$ cat config.mk
export PLATFORM = sky130hd
export DESIGN_NAME = ordered_message_pool_core
export DESIGN_NICKNAME = d
export VERILOG_FILES = /design/src/rtl/omp_pkg.sv /design/src/rtl/omp_ram.sv /design/src/rtl/omp_match.sv /design/src/rtl/ordered_message_pool_core.sv
export SDC_FILE = /design/constraint.sdc
export NUM_CORES = 1
export LEC_CHECK = 0
export BUFFER_PORTS_ARGS = -buffer_cell sky130_fd_sc_hd__buf_2
export CORE_MARGIN = 4
export CORE_UTILIZATION = 66
export DETAILED_ROUTE_END_ITERATION = 8
export PLACE_DENSITY_LB_ADDON = 0.2
export SLEW_MARGIN = 10
export SYNTH_ARGS = -nofsm -noshare
export SYNTH_HDL_FRONTEND = slang
export SYNTH_HIERARCHICAL = 1
export SYNTH_SLANG_ARGS = --single-unit
$ cat constraint.sdc
create_clock -name clk -period 9.5 [get_ports clk]
set_input_delay 0.95 -clock clk [delete_from_list [all_inputs] [get_ports clk]]
set_output_delay 0.95 -clock clk [all_outputs]
set_load 0.02 [all_outputs]
$ cat src/rtl/omp_pkg.sv
// Shared types, constants and request codes of the ordered message pool.
`default_nettype none

package omp_pkg;

    localparam int POOL_DEPTH   = 16;
    localparam int HANDLE_WIDTH = 16;

    localparam int IDX_W = (POOL_DEPTH > 1) ? $clog2(POOL_DEPTH) : 1;
    localparam int CNT_W = $clog2(POOL_DEPTH + 1);

    localparam int REQ_W     = 3;
    localparam int UID_W     = 32;
    localparam int POS_W     = 4;
    localparam int OUT_PAY_W = 16;

    localparam logic [REQ_W-1:0] REQ_APPEND    = 3'd0;
    localparam logic [REQ_W-1:0] REQ_PEEK      = 3'd1;
    localparam logic [REQ_W-1:0] REQ_REMOVE    = 3'd2;
    localparam logic [REQ_W-1:0] REQ_LOOKUP    = 3'd3;
    localparam logic [REQ_W-1:0] REQ_MARK_DONE = 3'd4;
    localparam logic [REQ_W-1:0] REQ_MARK_NEW  = 3'd5;

    localparam logic KIND_PLAIN = 1'b1;

    typedef struct packed {
        logic [UID_W-1:0]        uid;
        logic                    plain;
        logic                    done;
        logic [HANDLE_WIDTH-1:0] payload;
    } slot_t;

    localparam int SLOT_W = $bits(slot_t);

    typedef struct packed {
        logic                 found;
        logic [POS_W-1:0]     position;
        logic                 processed;
        logic [UID_W-1:0]     uid;
        logic                 is_plain;
        logic [OUT_PAY_W-1:0] payload;
        logic                 empty;
        logic                 dropped;
    } res_t;

    typedef struct packed {
        logic [REQ_W-1:0] req;
        logic [UID_W-1:0] uid;
        logic             resend;
    } match_ctl_t;

endpackage : omp_pkg

`default_nettype wire

$ cat src/rtl/omp_ram.sv
// Generic single-write, single-read RAM with a registered read port.
`default_nettype none

module omp_ram #(
    parameter int WIDTH = 8,
    parameter int DEPTH = 16
) (
    input  wire logic                                        clk,
    input  wire logic                                        we,
    input  wire logic [((DEPTH > 1) ? $clog2(DEPTH) : 1)-1:0] waddr,
    input  wire logic [WIDTH-1:0]                            wdata,
    input  wire logic [((DEPTH > 1) ? $clog2(DEPTH) : 1)-1:0] raddr,
    output logic      [WIDTH-1:0]                            rdata
);

    logic [WIDTH-1:0] mem [DEPTH];

    always_ff @(posedge clk)
    begin
        if (we)
        begin
            mem[waddr] <= wdata;
        end
        rdata <= mem[raddr];
    end

endmodule : omp_ram

`default_nettype wire

$ cat src/rtl/omp_match.sv
// Shared compare unit that decides whether one stored entry satisfies the request.
`default_nettype none

module omp_match
    import omp_pkg::*;
(
    input  wire match_ctl_t ctl,
    input  wire slot_t      slot,
    output logic            hit
);

    logic uid_eq;
    logic peek_ok;

    assign uid_eq  = (slot.uid == ctl.uid);
    assign peek_ok = ctl.resend || (slot.plain != KIND_PLAIN) || !slot.done;

    always_comb
    begin
        unique case (ctl.req)
            REQ_PEEK:      hit = peek_ok;
            REQ_REMOVE,
            REQ_LOOKUP,
            REQ_MARK_DONE,
            REQ_MARK_NEW:  hit = uid_eq;
            default:       hit = 1'b0;
        endcase
    end

endmodule : omp_match

`default_nettype wire

$ cat src/rtl/ordered_message_pool_core.sv
// Top level of the ordered message pool: request sequencer, entry RAM and result register.
`default_nettype none

// An ordered pool of up to 16 message entries, position 0 the oldest, served one request
// at a time. The entries live in one RAM with a registered read port, and a single compare
// unit walks them one entry per cycle, oldest first, so the RAM read port sets the rate.
// An append, an unused request code or any request to an empty pool goes straight from accept
// to the finish state; peek, lookup and the two mark requests scan until a hit or until the
// youngest entry; a remove adds the compaction that moves every younger entry one place down,
// and no entry moves when the removed entry is the youngest. The input is not ready while a
// request is in work, but a new request is taken while the previous result still waits on
// the output.

module ordered_message_pool_core
    import omp_pkg::*;
(
    input  wire logic                    clk,
    input  wire logic                    rst_n,

    input  wire logic                    cfg_valid,
    output logic                         cfg_ready,
    input  wire logic                    cfg_data,

    input  wire logic                    in_valid,
    output logic                         in_ready,
    input  wire logic [REQ_W-1:0]        req_type,
    input  wire logic signed [UID_W-1:0] msg_uid,
    input  wire logic                    is_plain_message,
    input  wire logic                    start_processed,
    input  wire logic [15:0]             payload_handle,

    output logic                         out_valid,
    input  wire logic                    out_ready,
    output logic                         found,
    output logic [POS_W-1:0]             position,
    output logic                         entry_processed,
    output logic signed [UID_W-1:0]      entry_uid,
    output logic                         entry_is_plain,
    output logic [OUT_PAY_W-1:0]         entry_payload,
    output logic                         pool_empty,
    output logic                         append_dropped
);

    typedef enum logic [3:0] {
        S_IDLE   = 4'b0001,
        S_SCAN   = 4'b0010,
        S_MOVE   = 4'b0100,
        S_FINISH = 4'b1000
    } state_t;

    state_t           state_reg,     state_next;
    logic [CNT_W-1:0] count_reg,     count_next;
    logic             resend_reg,    resend_next;
    logic [IDX_W-1:0] idx_reg,       idx_next;
    logic             pend_reg,      pend_next;
    logic [IDX_W-1:0] pend_idx_reg,  pend_idx_next;
    logic [CNT_W-1:0] src_reg,       src_next;
    logic [IDX_W-1:0] dst_reg,       dst_next;
    logic             out_valid_reg, out_valid_next;
    logic [REQ_W-1:0] req_reg,       req_next;
    logic [UID_W-1:0] uid_reg,       uid_next;
    res_t             res_reg,       res_next;
    res_t             out_reg,       out_next;

    logic             ram_we;
    logic [IDX_W-1:0] ram_waddr;
    logic [IDX_W-1:0] ram_raddr;
    slot_t            ram_wdata;
    slot_t            ram_rdata;
    logic             hit;
    match_ctl_t       match_ctl;
    res_t             res_idle;

    omp_ram #(
        .WIDTH (SLOT_W),
        .DEPTH (POOL_DEPTH)
    ) u_slots (
        .clk   (clk),
        .we    (ram_we),
        .waddr (ram_waddr),
        .wdata (ram_wdata),
        .raddr (ram_raddr),
        .rdata (ram_rdata)
    );

    assign match_ctl = '{req: req_reg, uid: uid_reg, resend: resend_reg};

    omp_match u_match (
        .ctl  (match_ctl),
        .slot (ram_rdata),
        .hit  (hit)
    );

    assign cfg_ready = 1'b1;
    assign in_ready  = (state_reg == S_IDLE);

    always_comb
    begin
        res_idle           = '0;
        res_idle.is_plain  = 1'b1;
    end

    always_comb
    begin
        state_next     = state_reg;
        count_next     = count_reg;
        resend_next    = resend_reg;
        idx_next       = idx_reg;
        pend_next      = pend_reg;
        pend_idx_next  = pend_idx_reg;
        src_next       = src_reg;
        dst_next       = dst_reg;
        out_valid_next = out_valid_reg && !out_ready;
        req_next       = req_reg;
        uid_next       = uid_reg;
        res_next       = res_reg;
        out_next       = out_reg;
        ram_we         = 1'b0;
        ram_waddr      = dst_reg;
        ram_wdata      = ram_rdata;
        ram_raddr      = idx_reg;

        if (cfg_valid && cfg_ready)
        begin
            resend_next = cfg_data;
        end

        unique case (state_reg)
            S_IDLE:
            begin
                if (in_valid)
                begin
                    req_next      = req_type;
                    uid_next      = msg_uid;
                    res_next      = res_idle;
                    idx_next      = '0;
                    pend_next     = 1'b0;
                    state_next    = S_FINISH;
                    if (req_type == REQ_APPEND)
                    begin
                        if (count_reg == CNT_W'(POOL_DEPTH))
                        begin
                            res_next.dropped = 1'b1;
                        end
                        else
                        begin
                            ram_we            = 1'b1;
                            ram_waddr         = count_reg[IDX_W-1:0];
                            ram_wdata.uid     = msg_uid;
                            ram_wdata.plain   = is_plain_message;
                            ram_wdata.done    = start_processed;
                            ram_wdata.payload = HANDLE_WIDTH'(payload_handle);
                            count_next        = count_reg + CNT_W'(1);
                        end
                    end
                    else if ((req_type == REQ_PEEK) || (req_type == REQ_REMOVE) ||
                             (req_type == REQ_LOOKUP) || (req_type == REQ_MARK_DONE) ||
                             (req_type == REQ_MARK_NEW))
                    begin
                        if (count_reg != '0)
                        begin
                            state_next = S_SCAN;
                        end
                    end
                end
            end

            S_SCAN:
            begin
                ram_raddr = idx_reg;
                if (pend_reg && hit)
                begin
                    res_next.found     = 1'b1;
                    res_next.position  = POS_W'(pend_idx_reg);
                    res_next.processed = ram_rdata.done;
                    state_next         = S_FINISH;
                    if (req_reg == REQ_PEEK)
                    begin
                        res_next.uid      = ram_rdata.uid;
                        res_next.is_plain = ram_rdata.plain;
                        res_next.payload  = OUT_PAY_W'(ram_rdata.payload);
                    end
                    else if ((req_reg == REQ_MARK_DONE) || (req_reg == REQ_MARK_NEW))
                    begin
                        ram_we             = 1'b1;
                        ram_waddr          = pend_idx_reg;
                        ram_wdata.done     = (req_reg == REQ_MARK_DONE);
                        res_next.processed = (req_reg == REQ_MARK_DONE);
                    end
                    else if (req_reg == REQ_REMOVE)
                    begin
                        src_next   = CNT_W'(pend_idx_reg) + CNT_W'(1);
                        dst_next   = pend_idx_reg;
                        pend_next  = 1'b0;
                        state_next = S_MOVE;
                    end
                end
                else if (pend_reg && (CNT_W'(pend_idx_reg) == count_reg - CNT_W'(1)))
                begin
                    state_next = S_FINISH;
                end
                else
                begin
                    pend_next     = 1'b1;
                    pend_idx_next = idx_reg;
                    idx_next      = idx_reg + IDX_W'(1);
                end
            end

            S_MOVE:
            begin
                ram_raddr = src_reg[IDX_W-1:0];
                if (pend_reg)
                begin
                    ram_we    = 1'b1;
                    ram_waddr = dst_reg;
                    ram_wdata = ram_rdata;
                    dst_next  = dst_reg + IDX_W'(1);
                end
                if (src_reg < count_reg)
                begin
                    pend_next = 1'b1;
                    src_next  = src_reg + CNT_W'(1);
                end
                else
                begin
                    pend_next = 1'b0;
                    if (!pend_reg)
                    begin
                        count_next = count_reg - CNT_W'(1);
                        state_next = S_FINISH;
                    end
                end
            end

            S_FINISH:
            begin
                if (!out_valid_reg || out_ready)
                begin
                    out_next       = res_reg;
                    out_next.empty = (count_reg == '0);
                    out_valid_next = 1'b1;
                    state_next     = S_IDLE;
                end
            end

            default:
            begin
                state_next = S_IDLE;
            end
        endcase
    end

    always_ff @(posedge clk or negedge rst_n)
    begin
        if (!rst_n)
        begin
            state_reg     <= S_IDLE;
            count_reg     <= '0;
            resend_reg    <= 1'b1;
            idx_reg       <= '0;
            pend_reg      <= 1'b0;
            pend_idx_reg  <= '0;
            src_reg       <= '0;
            dst_reg       <= '0;
            out_valid_reg <= 1'b0;
        end
        else
        begin
            state_reg     <= state_next;
            count_reg     <= count_next;
            resend_reg    <= resend_next;
            idx_reg       <= idx_next;
            pend_reg      <= pend_next;
            pend_idx_reg  <= pend_idx_next;
            src_reg       <= src_next;
            dst_reg       <= dst_next;
            out_valid_reg <= out_valid_next;
        end
    end

    always_ff @(posedge clk)
    begin
        req_reg <= req_next;
        uid_reg <= uid_next;
        res_reg <= res_next;
        out_reg <= out_next;
    end

    assign out_valid       = out_valid_reg;
    assign found           = out_reg.found;
    assign position        = out_reg.position;
    assign entry_processed = out_reg.processed;
    assign entry_uid       = out_reg.uid;
    assign entry_is_plain  = out_reg.is_plain;
    assign entry_payload   = out_reg.payload;
    assign pool_empty      = out_reg.empty;
    assign append_dropped  = out_reg.dropped;

`ifndef SYNTHESIS
    // The entry count never passes the pool depth.
    a_count_bound: assert property (@(posedge clk) disable iff (!rst_n)
        count_reg <= CNT_W'(POOL_DEPTH))
        else $error("entry count exceeds pool depth");

    // During compaction with a read pending, the read pointer is always two places ahead of its write target.
    a_move_gap: assert property (@(posedge clk) disable iff (!rst_n)
        (state_reg == S_MOVE) && pend_reg |-> (CNT_W'(dst_reg) + CNT_W'(2) == src_reg))
        else $error("compaction read and write pointers out of step");

    // A dropped append is only reported when the pool is full.
    a_drop_full: assert property (@(posedge clk) disable iff (!rst_n)
        (state_reg == S_FINISH) && res_reg.dropped |-> (count_reg == CNT_W'(POOL_DEPTH)))
        else $error("append dropped while the pool had room");

    // A finished result enters the output register as soon as it is free.
    a_finish_load: assert property (@(posedge clk) disable iff (!rst_n)
        (state_reg == S_FINISH) && (!out_valid_reg || out_ready) |=>
            out_valid_reg && (state_reg == S_IDLE))
        else $error("finished result was not loaded into the output register");
`endif

endmodule : ordered_message_pool_core

`default_nettype wire
==> impl_metrics.py <==
metrics = {
    "final_layout": {
        "largest_reg_flops": 800,
        "drive_above_1_share_pct": 24.8,
        "post-route-util_pct": 75.5,
        "nets": 2185,
        "area_growth_syn_to_layout_pct": 12.6,
    },
    "grt": {
        "antenna_found_initial": 3,
        "grt_pass1_wl_um": 135000,
        "grt_util_met1_pct": 41.3,
        "grtUsageMet2_pct": 47.8,
        "grt_use_met3_pct": 5.49,
        "grt.overflow.total": 0,
        "busiest_layer": "met2",
        "grt_start_max_net_pins": 94,
        "grt_usage_pct": 29.4,
        "grt_pass1_vias": 20805,
    },
    "status": {
        "outcome": "completed",
    },
    "clocking": {
        "clockBufferDepth": 3,
        "clk_pin_slew_worst_paths_ps": 60,
        "post_cts_resized": 0,
        "cts-root-buf": "clkbuf_16",
        "htree_num_levels": 3,
        "cts_tree": "done",
        "worstSkewPairLatency_ps": 640,
        "cts_made_buffers": 99,
        "cts-hold-fix-buffers": 0,
        "clock-sinks": 1027,
        "cts_setup_buffers": 0,
    },
    "die": {
        "die_h_um": 251,
        "io_pins": 119,
        "initial_utilization_pct": 67.0,
        "die_area_sq_um": 62800,
        "core_sq_um": 57900,
        "rows": 88,
        "die_x_um": 251,
    },
    "sta": {
        "finalSetupViolCount": 0,
        "final.setup.tns_ps": 0,
        "tightest_slew_ps": 1060,
        "clock_skew_ps": 26.1,
        "timing.hold.ws_ps": 357,
        "rsz0062_at_grt": "false",
        "fin_crit_ps": 5440,
        "drv_slew": 0,
        "final-hold-violation-count": 0,
        "worst_slack_ps": 4060,
        "fmaxAchievable_ghz": 0.184,
        "min_period_over_period_pct": 57.2,
        "max_slew_margin_pct": 29.3,
    },
    "logic_synthesis": {
        "syn_avg_cell_area_sq_um": 19.8,
        "synthFlopType": "edfxtp_1",
        "synth_cell_type_count": 65,
        "async_flop_share_pct": 2.82,
        "syn_area_sq_um": 38800,
        "ys_warn_count": 6,
        "synth_nets": 2027,
        "yosysSeqAreaShare_pct": 77.8,
        "synth_seq_cells": 1027,
        "synth-edff-count": 948,
        "netlist_instances": 1959,
    },
    "power_and_ir_drop": {
        "power.leakage_uw": 0.0144,
        "power-per-cell-area_nw_per_um2": 277,
        "max-vdd-ir-drop_mv": 0.249,
        "power_uw": 12100,
    },
    "drt": {
        "drc_errors": 0,
        "avgViaCountPerCell": 6.76,
        "drtIter0Drc": 2583,
        "firstDrtPassIters": 6,
        "via_count": 20043,
        "routedWlPerCell_um": 30.6,
        "drt.antenna.violating_nets": 0,
        "wl_um": 90700,
    },
    "place": {
        "place_ws_ps": 4090,
        "io_buffers": 117,
        "globalplace.congestion": 0.857,
        "dp_hpwl_um": 47000,
    },
    "setup_path": {
        "ff2ff_path_depth": 12,
        "r2r-start": "uid_reg[1]$_DFFE_PP_",
        "startpoint_type": "register",
        "critPathLaunch": "uid_reg[1]$_DFFE_PP_",
        "reg2reg_to": "u_slots/mem[14][28]$_DFFE_PP_",
        "critPathMaxFanout": 28,
        "end_kind": "register",
        "endpoint": "u_slots/mem[14][28]$_DFFE_PP_",
        "arrival_ps": 5690,
        "critPathKind": "reg2reg",
        "rrSetupSlack_ps": 4060,
        "critPathRequiredTime_ps": 9760,
    },
    "hold_path": {
        "hp-class": "in2async",
    },
    "flow_run": {
        "drv_cap": 0,
    },
}
## cell type report
cell class	instances	area, sq um
antenna	1	2.50
timing repair buffer	151	853
tap	765	957
sequential	1027	30200
multi-input combinational	824	8300
inverter	14	55.1
clock buffer	146	2880
fill	3059	14200
clock inverter	37	479
## cells in the final DEF, fill, tap and decap left out, drive strengths merged, types with 3 or more instances in the layout
master	instances
a21oi	11
edfxtp	948
o311ai	3
a31oi	4
a32oi	3
mux2i	4
nor4	4
o21ai	13
a221o	4
nand2	240
nand3	15
bufinv	11
a22oi	102
nor3	11
inv	16
nor2	37
or4b	3
nor2b	5
ha	9
nor4b	3
dfxtp	50
nand4	11
nand3b	3
mux2	7
mux4	200
clkbuf	146
and2	57
dfrtp	27
clkinv	22
xor2	13
xnor2	28
nand2b	6
buf	151
## synth_stat cells (all sizes together) (4+ instances only)
cell / count / area, sq um
edfxtp: 948 / 28500
nand2: 240 / 908
mux4: 200 / 4500
a22oi: 102 / 766
and2: 57 / 357
buf: 51 / 267
dfxtp: 50 / 1000
clkbuf: 43 / 161
nor2: 37 / 139
xnor2: 28 / 245
dfrtp: 27 / 676
nand3: 15 / 75.1
inv: 14 / 55.1
o21ai: 13 / 65.1
xor2: 13 / 114
a21oi: 11 / 55.1
nand4: 11 / 68.8
nor3: 11 / 71.3
ha: 9 / 113
mux2: 7 / 78.8
nand2b: 6 / 37.5
nor2b: 5 / 31.3
a221o: 4 / 40.0
a31oi: 4 / 25.0
mux2i: 4 / 40.0
nor4: 4 / 25.0
## cells by family after synthesis
| logic type | after synthesis | share of synthesized area, % |
|---|---|---|
| buffers and inverters | 108 | 1.24 |
| AO/OA/AOI/OAI | 159 | 3.04 |
| multiplexers | 211 | 11.9 |
| AND/OR/NAND/NOR | 403 | 4.80 |
| flip-flops | 1027 | 77.8 |
| other | 1 | 0.00966 |
| XOR/XNOR | 41 | 0.925 |
| adder cells (fa/ha/maj) | 9 | 0.290 |
## critical path, stage by stage, from the launching register on
cell	delay (ps)
edfxtp_1	390
xnor2_1	220
nand4_1	390
nor4_1	390
nand4_1	120
o21ai_1	320
nand2_1	180
nor3_2	420
nor2_1	190
a221o_1	480
nand2b_1	390
nor2_4	870
buf_4	660
## worst min path at each step
stage	endpoint	slack [ps]
5_1_grt	count_reg[2]$_DFFE_PN0P_	400
4_1_cts	count_reg[2]$_DFFE_PN0P_	360
6_report	count_reg[2]$_DFFE_PN0P_	360
3_3_place_gp	entry_uid[14]$_DFFE_PP_	400
2_1_floorplan	append_dropped$_DFFE_PP_	400
3_5_place_dp	entry_payload[13]$_DFFE_PP_	400
## where the power goes
part	internal (uW)	switching (uW)
Clock	2400	1630
Combinational	757	1370
Sequential	5790	186
Total	8940	3180
## per-stage QoR
step,std cells,cell area [sq um]
2_1_floorplan,1959,38800
3_3_place_gp,2781,40400
3_5_place_dp,2781,40400
4_1_cts,2964,43700
5_1_grt,2964,43700
6_report,2965,43700
## routing by layer
layer,vias to the layer above,wire length (um)
li1,8176,-
met1,10316,32900
met2,1346,45700
met3,205,9350
met4,0,2810
met5,-,0
Note: power is estimated with default switching activity, not from simulation.
